$ cat src/rtl/core/jpdr_pkg.sv
// Shared types and constants for the joystick pose dead-reckoning block.
// Holds the input and output word layouts, controller states and datapath command codes.
// No dependencies.
`default_nettype none

package jpdr_pkg;

  localparam int unsigned STAGE_IDX_W = 5;

  localparam logic        CMD_EVENT       = 1'b0;
  localparam logic        CMD_TICK        = 1'b1;
  localparam logic [6:0]  EVT_KIND_AXIS   = 7'h02;
  localparam logic [7:0]  AXIS_FORWARD    = 8'd1;
  localparam logic [7:0]  AXIS_TURN       = 8'd2;

  localparam logic signed [33:0] CORDIC_GAIN_Q30 = 34'sd652032874;
  localparam logic signed [27:0] TURN_SCALE      = 28'sd85445659;

  localparam logic [31:0] ATAN_Q32 [32] = '{
    32'd536870912, 32'd316933406, 32'd167458907, 32'd85004756, 32'd42667331,
    32'd21354465,  32'd10679838,  32'd5340245,   32'd2670163,  32'd1335087,
    32'd667544,    32'd333772,    32'd166886,    32'd83443,    32'd41722,
    32'd20861,     32'd10430,     32'd5215,      32'd2608,     32'd1304,
    32'd652,       32'd326,       32'd163,       32'd81,       32'd41,
    32'd20,        32'd10,        32'd5,         32'd3,        32'd1,
    32'd1,         32'd0
  };

  typedef struct packed {
    logic               cmd;
    logic [7:0]         event_kind;
    logic [7:0]         axis_number;
    logic signed [15:0] axis_value;
    logic [20:0]        elapsed;
  } in_word_t;

  typedef struct packed {
    logic signed [31:0] pos_x;
    logic signed [31:0] pos_y;
    logic [31:0]        heading;
    logic signed [15:0] linear_rate;
    logic signed [15:0] turn_rate;
  } out_word_t;

  typedef enum logic [3:0] {
    ST_IDLE,
    ST_ROT,
    ST_MVC,
    ST_MVS,
    ST_MXS,
    ST_MYS,
    ST_MWS,
    ST_MWK,
    ST_FIN
  } jpdr_state_e;

  typedef enum logic [2:0] {
    MUL_VC,
    MUL_VS,
    MUL_XS,
    MUL_YS,
    MUL_WS,
    MUL_WK
  } mul_op_e;

  typedef struct packed {
    logic                   evt_load;
    logic                   tick_load;
    logic                   rot_step;
    logic [STAGE_IDX_W-1:0] stage;
    logic                   mul_en;
    mul_op_e                mul_op;
    logic                   cap_rx;
    logic                   cap_ry;
    logic                   cap_dx;
    logic                   cap_dy;
    logic                   commit;
  } dp_cmd_t;

endpackage

`default_nettype wire

$ cat src/rtl/core/jpdr_ctrl.sv
// Controller for the pose integrator: handshakes, CORDIC iteration count, multiply sequence.
// Depends on jpdr_pkg; drives the datapath through a dp_cmd_t command word.
`default_nettype none

module jpdr_ctrl
  import jpdr_pkg::*;
#(
  parameter int unsigned CORDIC_STAGES = 20
) (
  input  wire logic    clk_i,
  input  wire logic    rst_ni,
  input  wire logic    in_valid_i,
  input  wire logic    in_cmd_i,
  output logic         in_stall_o,
  output logic         out_valid_o,
  input  wire logic    out_stall_i,
  output dp_cmd_t      cmd_o
);

  localparam int unsigned CNT_W = (CORDIC_STAGES > 1) ? $clog2(CORDIC_STAGES) : 1;
  localparam logic [CNT_W-1:0] CNT_LAST = CNT_W'(CORDIC_STAGES - 1);

  jpdr_state_e       state_q, state_d;
  logic [CNT_W-1:0]  cnt_q, cnt_d;
  logic              out_valid_q, out_valid_d;
  logic              in_fire;
  logic              slot_free;

  assign in_stall_o  = (state_q != ST_IDLE);
  assign in_fire     = in_valid_i && (state_q == ST_IDLE);
  assign out_valid_o = out_valid_q;
  assign slot_free   = !out_valid_q || !out_stall_i;

  always_ff @(posedge clk_i or negedge rst_ni) begin
    if (!rst_ni) begin
      state_q     <= ST_IDLE;
      cnt_q       <= '0;
      out_valid_q <= 1'b0;
    end else begin
      state_q     <= state_d;
      cnt_q       <= cnt_d;
      out_valid_q <= out_valid_d;
    end
  end

  always_comb begin
    state_d     = state_q;
    cnt_d       = '0;
    out_valid_d = out_valid_q && out_stall_i;

    cmd_o           = '0;
    cmd_o.mul_op    = MUL_VC;
    cmd_o.stage     = STAGE_IDX_W'(cnt_q);

    case (state_q)
      ST_IDLE: begin
        if (in_fire) begin
          if (in_cmd_i == CMD_TICK) begin
            cmd_o.tick_load = 1'b1;
            state_d         = ST_ROT;
          end else begin
            cmd_o.evt_load = 1'b1;
          end
        end
      end
      ST_ROT: begin
        cmd_o.rot_step = 1'b1;
        if (cnt_q == CNT_LAST) begin
          state_d = ST_MVC;
        end else begin
          cnt_d = cnt_q + 1'b1;
        end
      end
      ST_MVC: begin
        cmd_o.mul_en = 1'b1;
        cmd_o.mul_op = MUL_VC;
        state_d      = ST_MVS;
      end
      ST_MVS: begin
        cmd_o.mul_en = 1'b1;
        cmd_o.mul_op = MUL_VS;
        cmd_o.cap_rx = 1'b1;
        state_d      = ST_MXS;
      end
      ST_MXS: begin
        cmd_o.mul_en = 1'b1;
        cmd_o.mul_op = MUL_XS;
        cmd_o.cap_ry = 1'b1;
        state_d      = ST_MYS;
      end
      ST_MYS: begin
        cmd_o.mul_en = 1'b1;
        cmd_o.mul_op = MUL_YS;
        cmd_o.cap_dx = 1'b1;
        state_d      = ST_MWS;
      end
      ST_MWS: begin
        cmd_o.mul_en = 1'b1;
        cmd_o.mul_op = MUL_WS;
        cmd_o.cap_dy = 1'b1;
        state_d      = ST_MWK;
      end
      ST_MWK: begin
        cmd_o.mul_en = 1'b1;
        cmd_o.mul_op = MUL_WK;
        state_d      = ST_FIN;
      end
      ST_FIN: begin
        if (slot_free) begin
          cmd_o.commit = 1'b1;
          out_valid_d  = 1'b1;
          state_d      = ST_IDLE;
        end
      end
      default: begin
        state_d = ST_IDLE;
      end
    endcase
  end

endmodule

`default_nettype wire

$ cat src/rtl/core/jpdr_dp.sv
// Datapath for the pose integrator: axis latches, CORDIC rotator, shared multiplier,
// pose accumulators and output word register. Depends on jpdr_pkg; driven by jpdr_ctrl.
`default_nettype none

module jpdr_dp
  import jpdr_pkg::*;
#(
  parameter int unsigned ANGLE_BITS = 32
) (
  input  wire logic     clk_i,
  input  wire logic     rst_ni,
  input  wire in_word_t in_word_i,
  input  wire dp_cmd_t  cmd_i,
  output out_word_t     out_word_o
);

  localparam int unsigned ZW         = ANGLE_BITS + 1;
  localparam int unsigned CW         = 34;
  localparam int unsigned MAW        = 40;
  localparam int unsigned MBW        = 28;
  localparam int unsigned PW         = MAW + MBW;
  localparam int unsigned UP_SHIFT   = (ANGLE_BITS >= 32) ? ANGLE_BITS - 32 : 0;
  localparam int unsigned DOWN_SHIFT = (ANGLE_BITS < 32) ? 32 - ANGLE_BITS : 0;
  localparam logic [63:0] HALF_LSB   = (64'd1 << DOWN_SHIFT) >> 1;
  localparam logic signed [PW-1:0] RND15 = PW'(1) << 14;
  localparam logic signed [PW-1:0] RND31 = PW'(1) << 31;
  localparam logic signed [PW-1:0] RND33 = PW'(1) << 33;

  // pose state
  logic [31:0]        x_q, y_q, yaw_q;
  logic signed [15:0] fwd_q, turn_q;

  // tick working registers
  logic [20:0]             span_q;
  logic                    flip_q;
  logic signed [ZW-1:0]    z_q, z_d;
  logic signed [CW-1:0]    px_q, px_d, py_q, py_d;
  logic signed [PW-1:0]    p_q, prod;
  logic signed [MAW-1:0]   rx_q, ry_q;
  logic [31:0]             dx_q, dy_q;
  out_word_t               out_q;

  logic signed [15:0]      lin_rate, ang_rate;
  logic [63:0]             yaw_ext, a_full, atan_ext, ang_full;
  logic [ANGLE_BITS-1:0]   a_ang, a_fold;
  logic                    a_flip;
  logic signed [ZW-1:0]    stage_ang;
  logic signed [CW-1:0]    sx, sy, cos_v, sin_v;
  logic signed [MAW-1:0]   mul_a;
  logic signed [MBW-1:0]   mul_b;
  logic signed [PW-1:0]    rnd15_sum, rnd31_sum, rnd33_sum;
  logic [31:0]             dyaw;

  assign lin_rate = (fwd_q == 16'sh8000) ? 16'sd32767 : -fwd_q;
  assign ang_rate = (turn_q == 16'sh8000) ? 16'sd32767 : -turn_q;

  // heading to CORDIC angle, folded into [-1/4, 1/4) turn
  assign yaw_ext = {32'd0, yaw_q};
  assign a_full  = (yaw_ext << UP_SHIFT) >> DOWN_SHIFT;
  assign a_ang   = a_full[ANGLE_BITS-1:0];
  assign a_flip  = a_ang[ANGLE_BITS-1] ^ a_ang[ANGLE_BITS-2];
  assign a_fold  = a_flip ? {~a_ang[ANGLE_BITS-1], a_ang[ANGLE_BITS-2:0]} : a_ang;

  assign atan_ext  = {32'd0, ATAN_Q32[cmd_i.stage]};
  assign ang_full  = (ANGLE_BITS >= 32) ? (atan_ext << UP_SHIFT)
                                        : ((atan_ext + HALF_LSB) >> DOWN_SHIFT);
  assign stage_ang = ZW'(ang_full);

  assign sx = px_q >>> cmd_i.stage;
  assign sy = py_q >>> cmd_i.stage;

  always_comb begin
    if (!z_q[ZW-1]) begin
      px_d = px_q - sy;
      py_d = py_q + sx;
      z_d  = z_q - stage_ang;
    end else begin
      px_d = px_q + sy;
      py_d = py_q - sx;
      z_d  = z_q + stage_ang;
    end
  end

  assign cos_v = flip_q ? -px_q : px_q;
  assign sin_v = flip_q ? -py_q : py_q;

  always_comb begin
    case (cmd_i.mul_op)
      MUL_VC: begin
        mul_a = {{(MAW-CW){cos_v[CW-1]}}, cos_v};
        mul_b = {{(MBW-16){lin_rate[15]}}, lin_rate};
      end
      MUL_VS: begin
        mul_a = {{(MAW-CW){sin_v[CW-1]}}, sin_v};
        mul_b = {{(MBW-16){lin_rate[15]}}, lin_rate};
      end
      MUL_XS: begin
        mul_a = rx_q;
        mul_b = {{(MBW-21){1'b0}}, span_q};
      end
      MUL_YS: begin
        mul_a = ry_q;
        mul_b = {{(MBW-21){1'b0}}, span_q};
      end
      MUL_WS: begin
        mul_a = {{(MAW-16){ang_rate[15]}}, ang_rate};
        mul_b = {{(MBW-21){1'b0}}, span_q};
      end
      MUL_WK: begin
        mul_a = p_q[MAW-1:0];
        mul_b = TURN_SCALE;
      end
      default: begin
        mul_a = '0;
        mul_b = '0;
      end
    endcase
  end

  assign prod      = mul_a * mul_b;
  assign rnd15_sum = p_q + RND15;
  assign rnd31_sum = p_q + RND31;
  assign rnd33_sum = p_q + RND33;
  assign dyaw      = rnd31_sum[63:32];

  always_ff @(posedge clk_i or negedge rst_ni) begin
    if (!rst_ni) begin
      x_q    <= '0;
      y_q    <= '0;
      yaw_q  <= '0;
      fwd_q  <= '0;
      turn_q <= '0;
    end else begin
      if (cmd_i.evt_load && (in_word_i.event_kind[6:0] == EVT_KIND_AXIS)) begin
        if (in_word_i.axis_number == AXIS_FORWARD) begin
          fwd_q <= in_word_i.axis_value;
        end else if (in_word_i.axis_number == AXIS_TURN) begin
          turn_q <= in_word_i.axis_value;
        end
      end
      if (cmd_i.commit) begin
        x_q   <= x_q + dx_q;
        y_q   <= y_q + dy_q;
        yaw_q <= yaw_q + dyaw;
      end
    end
  end

  always_ff @(posedge clk_i) begin
    if (cmd_i.tick_load) begin
      span_q <= in_word_i.elapsed;
      flip_q <= a_flip;
      z_q    <= {a_fold[ANGLE_BITS-1], a_fold};
      px_q   <= CORDIC_GAIN_Q30;
      py_q   <= '0;
    end else if (cmd_i.rot_step) begin
      z_q  <= z_d;
      px_q <= px_d;
      py_q <= py_d;
    end
    if (cmd_i.mul_en) begin
      p_q <= prod;
    end
    if (cmd_i.cap_rx) begin
      rx_q <= rnd15_sum[MAW+14:15];
    end
    if (cmd_i.cap_ry) begin
      ry_q <= rnd15_sum[MAW+14:15];
    end
    if (cmd_i.cap_dx) begin
      dx_q <= rnd33_sum[65:34];
    end
    if (cmd_i.cap_dy) begin
      dy_q <= rnd33_sum[65:34];
    end
    if (cmd_i.commit) begin
      out_q.pos_x       <= x_q + dx_q;
      out_q.pos_y       <= y_q + dy_q;
      out_q.heading     <= yaw_q + dyaw;
      out_q.linear_rate <= lin_rate;
      out_q.turn_rate   <= ang_rate;
    end
  end

  assign out_word_o = out_q;

endmodule

`default_nettype wire

$ cat src/rtl/core/joystick_pose_dead_reckoning_top.sv
// Joystick-driven unicycle dead-reckoning block: top level.
// Depends on jpdr_pkg, jpdr_ctrl and jpdr_dp.
//
// Words with cmd clear are joystick events: an axis event (init flag ignored) on axis 1
// or 2 latches the forward or turn deflection and produces no output; the input is not
// stalled by it. Words with cmd set are ticks: rates are the negated, saturated
// deflections, the heading's cosine and sine come from a CORDIC that runs one stage per
// cycle, and one shared multiplier then runs six products in sequence before the pose
// is updated and one output word is registered. A tick stalls the input while the
// CORDIC iterations and the multiplier sequence run and until the word is committed, so
// a new tick is not taken before the last one is through; the commit waits while a
// previous output word is still held.
// Position is Q16.16 and wraps; heading is a binary angle where 2^32 is one turn.
`default_nettype none

module joystick_pose_dead_reckoning_top
  import jpdr_pkg::*;
#(
  parameter int unsigned CORDIC_STAGES = 20,
  parameter int unsigned ANGLE_BITS    = 32
) (
  input  wire logic     clk_i,
  input  wire logic     rst_ni,
  input  wire logic     in_valid_i,
  output logic          in_stall_o,
  input  wire in_word_t in_word_i,
  output logic          out_valid_o,
  input  wire logic     out_stall_i,
  output out_word_t     out_word_o
);

  dp_cmd_t dp_cmd;

  jpdr_ctrl #(
    .CORDIC_STAGES (CORDIC_STAGES)
  ) u_ctrl (
    .clk_i       (clk_i),
    .rst_ni      (rst_ni),
    .in_valid_i  (in_valid_i),
    .in_cmd_i    (in_word_i.cmd),
    .in_stall_o  (in_stall_o),
    .out_valid_o (out_valid_o),
    .out_stall_i (out_stall_i),
    .cmd_o       (dp_cmd)
  );

  jpdr_dp #(
    .ANGLE_BITS (ANGLE_BITS)
  ) u_dp (
    .clk_i      (clk_i),
    .rst_ni     (rst_ni),
    .in_word_i  (in_word_i),
    .cmd_i      (dp_cmd),
    .out_word_o (out_word_o)
  );

endmodule

`default_nettype wire

$ cat config.mk
export PLATFORM = sky130hd
export DESIGN_NAME = joystick_pose_dead_reckoning_top
export DESIGN_NICKNAME = d
export VERILOG_FILES = /design/src/rtl/core/jpdr_pkg.sv /design/src/rtl/core/jpdr_ctrl.sv /design/src/rtl/core/jpdr_dp.sv /design/src/rtl/core/joystick_pose_dead_reckoning_top.sv
export SDC_FILE = /design/constraint.sdc
export NUM_CORES = 2
export LEC_CHECK = 0
export ABC_CLOCK_PERIOD_IN_PS = 13390
export BUFFER_PORTS_ARGS = -buffer_cell sky130_fd_sc_hd__buf_4
export CORE_MARGIN = 5
export CORE_UTILIZATION = 37
export CTS_CLUSTER_DIAMETER = 80
export CTS_CLUSTER_SIZE = 14
export DETAILED_ROUTE_END_ITERATION = 10
export GPL_ROUTABILITY_DRIVEN = 0
export GPL_TIMING_DRIVEN = 0
export PLACE_DENSITY_LB_ADDON = 0.2
export SYNTH_ARGS = -nofsm -noshare
export SYNTH_HDL_FRONTEND = slang
export SYNTH_SLANG_ARGS = --single-unit
$ cat constraint.sdc
create_clock -name clk_i -period 13.39 [get_ports clk_i]
set_input_delay 0.6695 -clock clk_i [delete_from_list [all_inputs] [get_ports clk_i]]
set_output_delay 0.6695 -clock clk_i [all_outputs]
set_load 0.01 [all_outputs]
==> results summary <==
By startpoint and endpoint, the worst setup path is classified as reg2reg. The detailed-route DRC error count is 5. The pin slew with the least headroom to its limit is approximately 1600 ps. The area growth from synthesis to layout is 9.342%.

After global routing the overflow that remains totals 0. The final reports fail on DRC, capacitance limit, slew limit. The detailed router placed between 60,000 and 70,000 vias in this run. The portion of synthesized cell area occupied by the leading cell type came out at 0.2873. The timing-limited maximum frequency is between 0.07 and 0.08 GHz. The fill cell instance count of the final layout is around 21,000. The post-route clock skew is 29.68 ps. The overall die area is 220,200 µm². nand2_1 is the most common cell in the netlist. In the synthesized netlist, the cells that appear most often are nand2_1, inv_1, fa_1. The level count of the clock H-tree is 2. After detailed routing, the total wire length is approximately 300,000 µm.

The number of clock sinks came out at between 500 and 600. The post-synthesis sequential area ratio came out at 0.2129. The count of buffers added by post-CTS timing repair for setup is 0.

The average footprint of a synthesized cell is around 9.4 µm². Clock tree synthesis inserted a total of 55 buffers. The final hold violation count came out at 0.

The critical path data required time came out at between 10,000 and 15,000 ps. The number of distinct library cells after synthesis came out at about 100. The deepest clock path buffer count is 3. The count of pins on the block boundary is ~190. The clock tree from TritonCTS is done. The first global-routing pass estimated 439,700 µm of wire. The number of endpoints failing setup at the final stage came out at 0. The clock period minus final worst setup slack is around 13,000 ps. Counting flops with an async set or reset pin after synthesis yields a share of 0.2304. The flow ran to the end, but the final reports show violations. The site row count is around 170.

The normalized max-slew margin is -0.07948. The worst reg-to-reg path cell count came out at 35. STA classifies the critical path startpoint as a register.

The biggest area consumer among synthesized cells is fa_1. The post-synthesis instance total is ~8,300. The floorplan die width is roughly 470 µm. The maximum net fanout on the critical path came out at 10.

Clock-pin slew was measured on the worst setup and hold paths at around 70 ps. The CTS root buffer is clkbuf_16. The fraction of layout instances using a drive strength above 1 is 0.07130.

The wire-length estimate of the detail-placed layout is about 250,000 µm. The net count reported at finish came out at between 10,000 and 15,000. The die height is 469.2 µm. The cell type with the highest occurrence count on the critical path is fa_1. Along the worst hold path, the cell count comes to 1. The detailed router's first-iteration violation count is roughly 7,000. Excluding fillers, the count of instances in the completed layout stands at approximately 11,000.

The class of the most critical hold timing path is in2reg. The number of enable-type register cells in the synthesized netlist is a little under 400. Setup repair after global routing left no endpoint under its margin. In this run, placement finished with an instance count of roughly 11,000. The post-route antenna net violation count is 0. The count of state elements after synthesis is about 600. The cell area after synthesis is slightly below 80,000 µm². The floorplan core area is roughly 210,000 µm². The endpoint arrival time on the critical path is 13,320 ps. After detailed routing, the average wire length per cell comes to between 20 and 30 µm.

The portion of the clock cycle consumed by the worst path in the final layout came out at 0.9627. The count of final max-slew check failures is 19. The initial antenna violation count came out at 11. Before antenna repair, the detailed router went through 11 iterations.

For this run, the slowest stage of the critical path takes 770 ps. At the end of the flow the core is filled with cells to 0.4067. The via count of the first global-routing pass came out at approximately 66,000. The clock latency on the worst-skew pair came out at ~710 ps. Among all stages on the critical path, the largest delay is contributed by clkbuf_1. Entering global routing, the biggest net connects slightly below 80 pins. Across the run, the number of max-cap violations was 3. The initial utilization of the core area, before any placement, comes to 0.3720. STA classifies the critical path endpoint as a register. When the netlist entered floorplanning its net count stood at approximately 9,900. The combined global-route utilization of all metal layers is 0.2649. For this run, the leading register cell type out of synthesis is edfxtp_1.

The per-cell via count in the routed design came out at about 5.6. Sorting the synthesized cells by area gives the leading types as fa_1, edfxtp_1, ha_1, nand2_1, inv_1. The number of I/O port buffers came out at 186. During synthesis, Yosys emitted a total of 0 warnings.
## critical path, delay by kind of cell (launching register included)
kind,cells,cell delay (ps)
adders and majority gates,9,4480
and+or+nand+nor,9,3330
buffers and inverters,8,1880
AOI/OAI and AO/OA,7,1830
muxes,1,470
DFF,1,410
xor gates and xnor gates,1,180
## per-layer routing
layer	up-vias	GRT usage	part of all wire
li1	27750	-	-
met1	32440	0.3429	0.40
met2	3443	0.4162	0.44
met3	861	0.06839	0.10
met4	8	0.1231	0.059
met5	-	0	0.00016
## state kept, by name (all words and copies together), names as in the netlist
register and flops:
u_dp.py_q 34, u_ctrl.out_valid_o 1, u_dp.dx_q 32, u_dp.rx_q 40
u_dp.dy_q 32, u_dp.p_q 66, u_dp.flip_q 1, u_dp.x_q 32
u_ctrl.state_q 4, u_dp.ry_q 40, u_dp.fwd_q 16, u_dp.out_word_o 128
u_ctrl.cnt_q 5, u_dp.z_q 33, u_dp.turn_q 16, u_dp.y_q 32
u_dp.px_q 34, u_dp.a_ang 32, u_dp.span_q 21
## layout by cell type (no fill, tap or decap), types with 107 or more instances in the layout
master	netlist	routed
nand2_1	1230	1230
inv_1	1131	1131
fa_1	1120	1120
nor2_1	578	574
ha_1	412	412
edfxtp_1	393	393
clkbuf_1	354	382
a21oi_1	334	327
xnor2_1	297	297
o21ai_0	290	287
xor2_1	212	212
buf_4	11	204
a21o_1	144	144
dfrtp_1	138	138
nand3_1	131	131
and2_1	125	125
mux2i_1	107	107
## kinds of logic (layout without fill, tap and decap cells)
logic type	after synthesis	in the layout	synth area share
AO/OA/AOI/OAI	1280	1280	0.1063
XOR/XNOR	509	509	0.05713
adder cells (fa/ha/maj)	1532	1532	0.3534
buffers and inverters	1576	1899	0.07765
flip-flops	599	599	0.2129
multiplexers	279	279	0.04995
other	0	9	0
AND/OR/NAND/NOR	2514	2514	0.1427
## layout make-up
class	count	area, µm²	share of cell area
diodes	9	22.52	0.0002640
flip-flops and latches	599	16620	0.1947
clock buffers	90	1570	0.01840
repair buffers	219	1881	0.02204
well taps	2805	3510	0.04113
clock inverters	14	185.2	0.002170
inverters	1137	4268	0.05002
multi-input cells	6114	55470	0.6501
plain buffers	439	1799	0.02109
## worst paths after layout
check	from	to	slack, ps
max	u_dp.turn_q[4]	u_dp.p_q[60]	500
min	in_word_i[17]	u_dp.span_q[17]	150
max reg2reg	u_dp.turn_q[4]	u_dp.p_q[60]	500
min reg2reg	u_dp.x_q[19]	u_dp.x_q[19]	480
max in group asynchronous	rst_ni	u_dp.a_ang[24]	12040
min in group asynchronous	rst_ni	u_dp.x_q[31]	480
## timing repair
| action | in CTS | in global routing |
|---|---|---|
| gates resized for setup | 1 | 3 |
| setup endpoints to repair | 4 | 14 |
| pin swaps | 0 | 0 |
| hold buffers | 1 | 0 |
| cloned | 0 | 0 |
| endpoints found under the hold margin | 61 | 0 |
## stage by stage
step | worst slack (ps) | hold slack, ps | instance area [µm²] | TNS [ps]
2_1_floorplan | 3107 | 373.9 | 78030 | 0
3_3_place_gp | -1014 | 461.9 | 82940 | -17090
3_5_place_dp | -13.39 | 467.2 | 83490 | -13.39
4_1_cts | 84.27 | 120.0 | 85260 | 0
5_1_grt | 130.6 | 128.3 | 85300 | 0
6_report | 499.7 | 153.4 | 85320 | 0
Power is left out: the tool's default activity adds up to more than one toggle a clock period on the data nets, which glitch-free logic cannot reach.
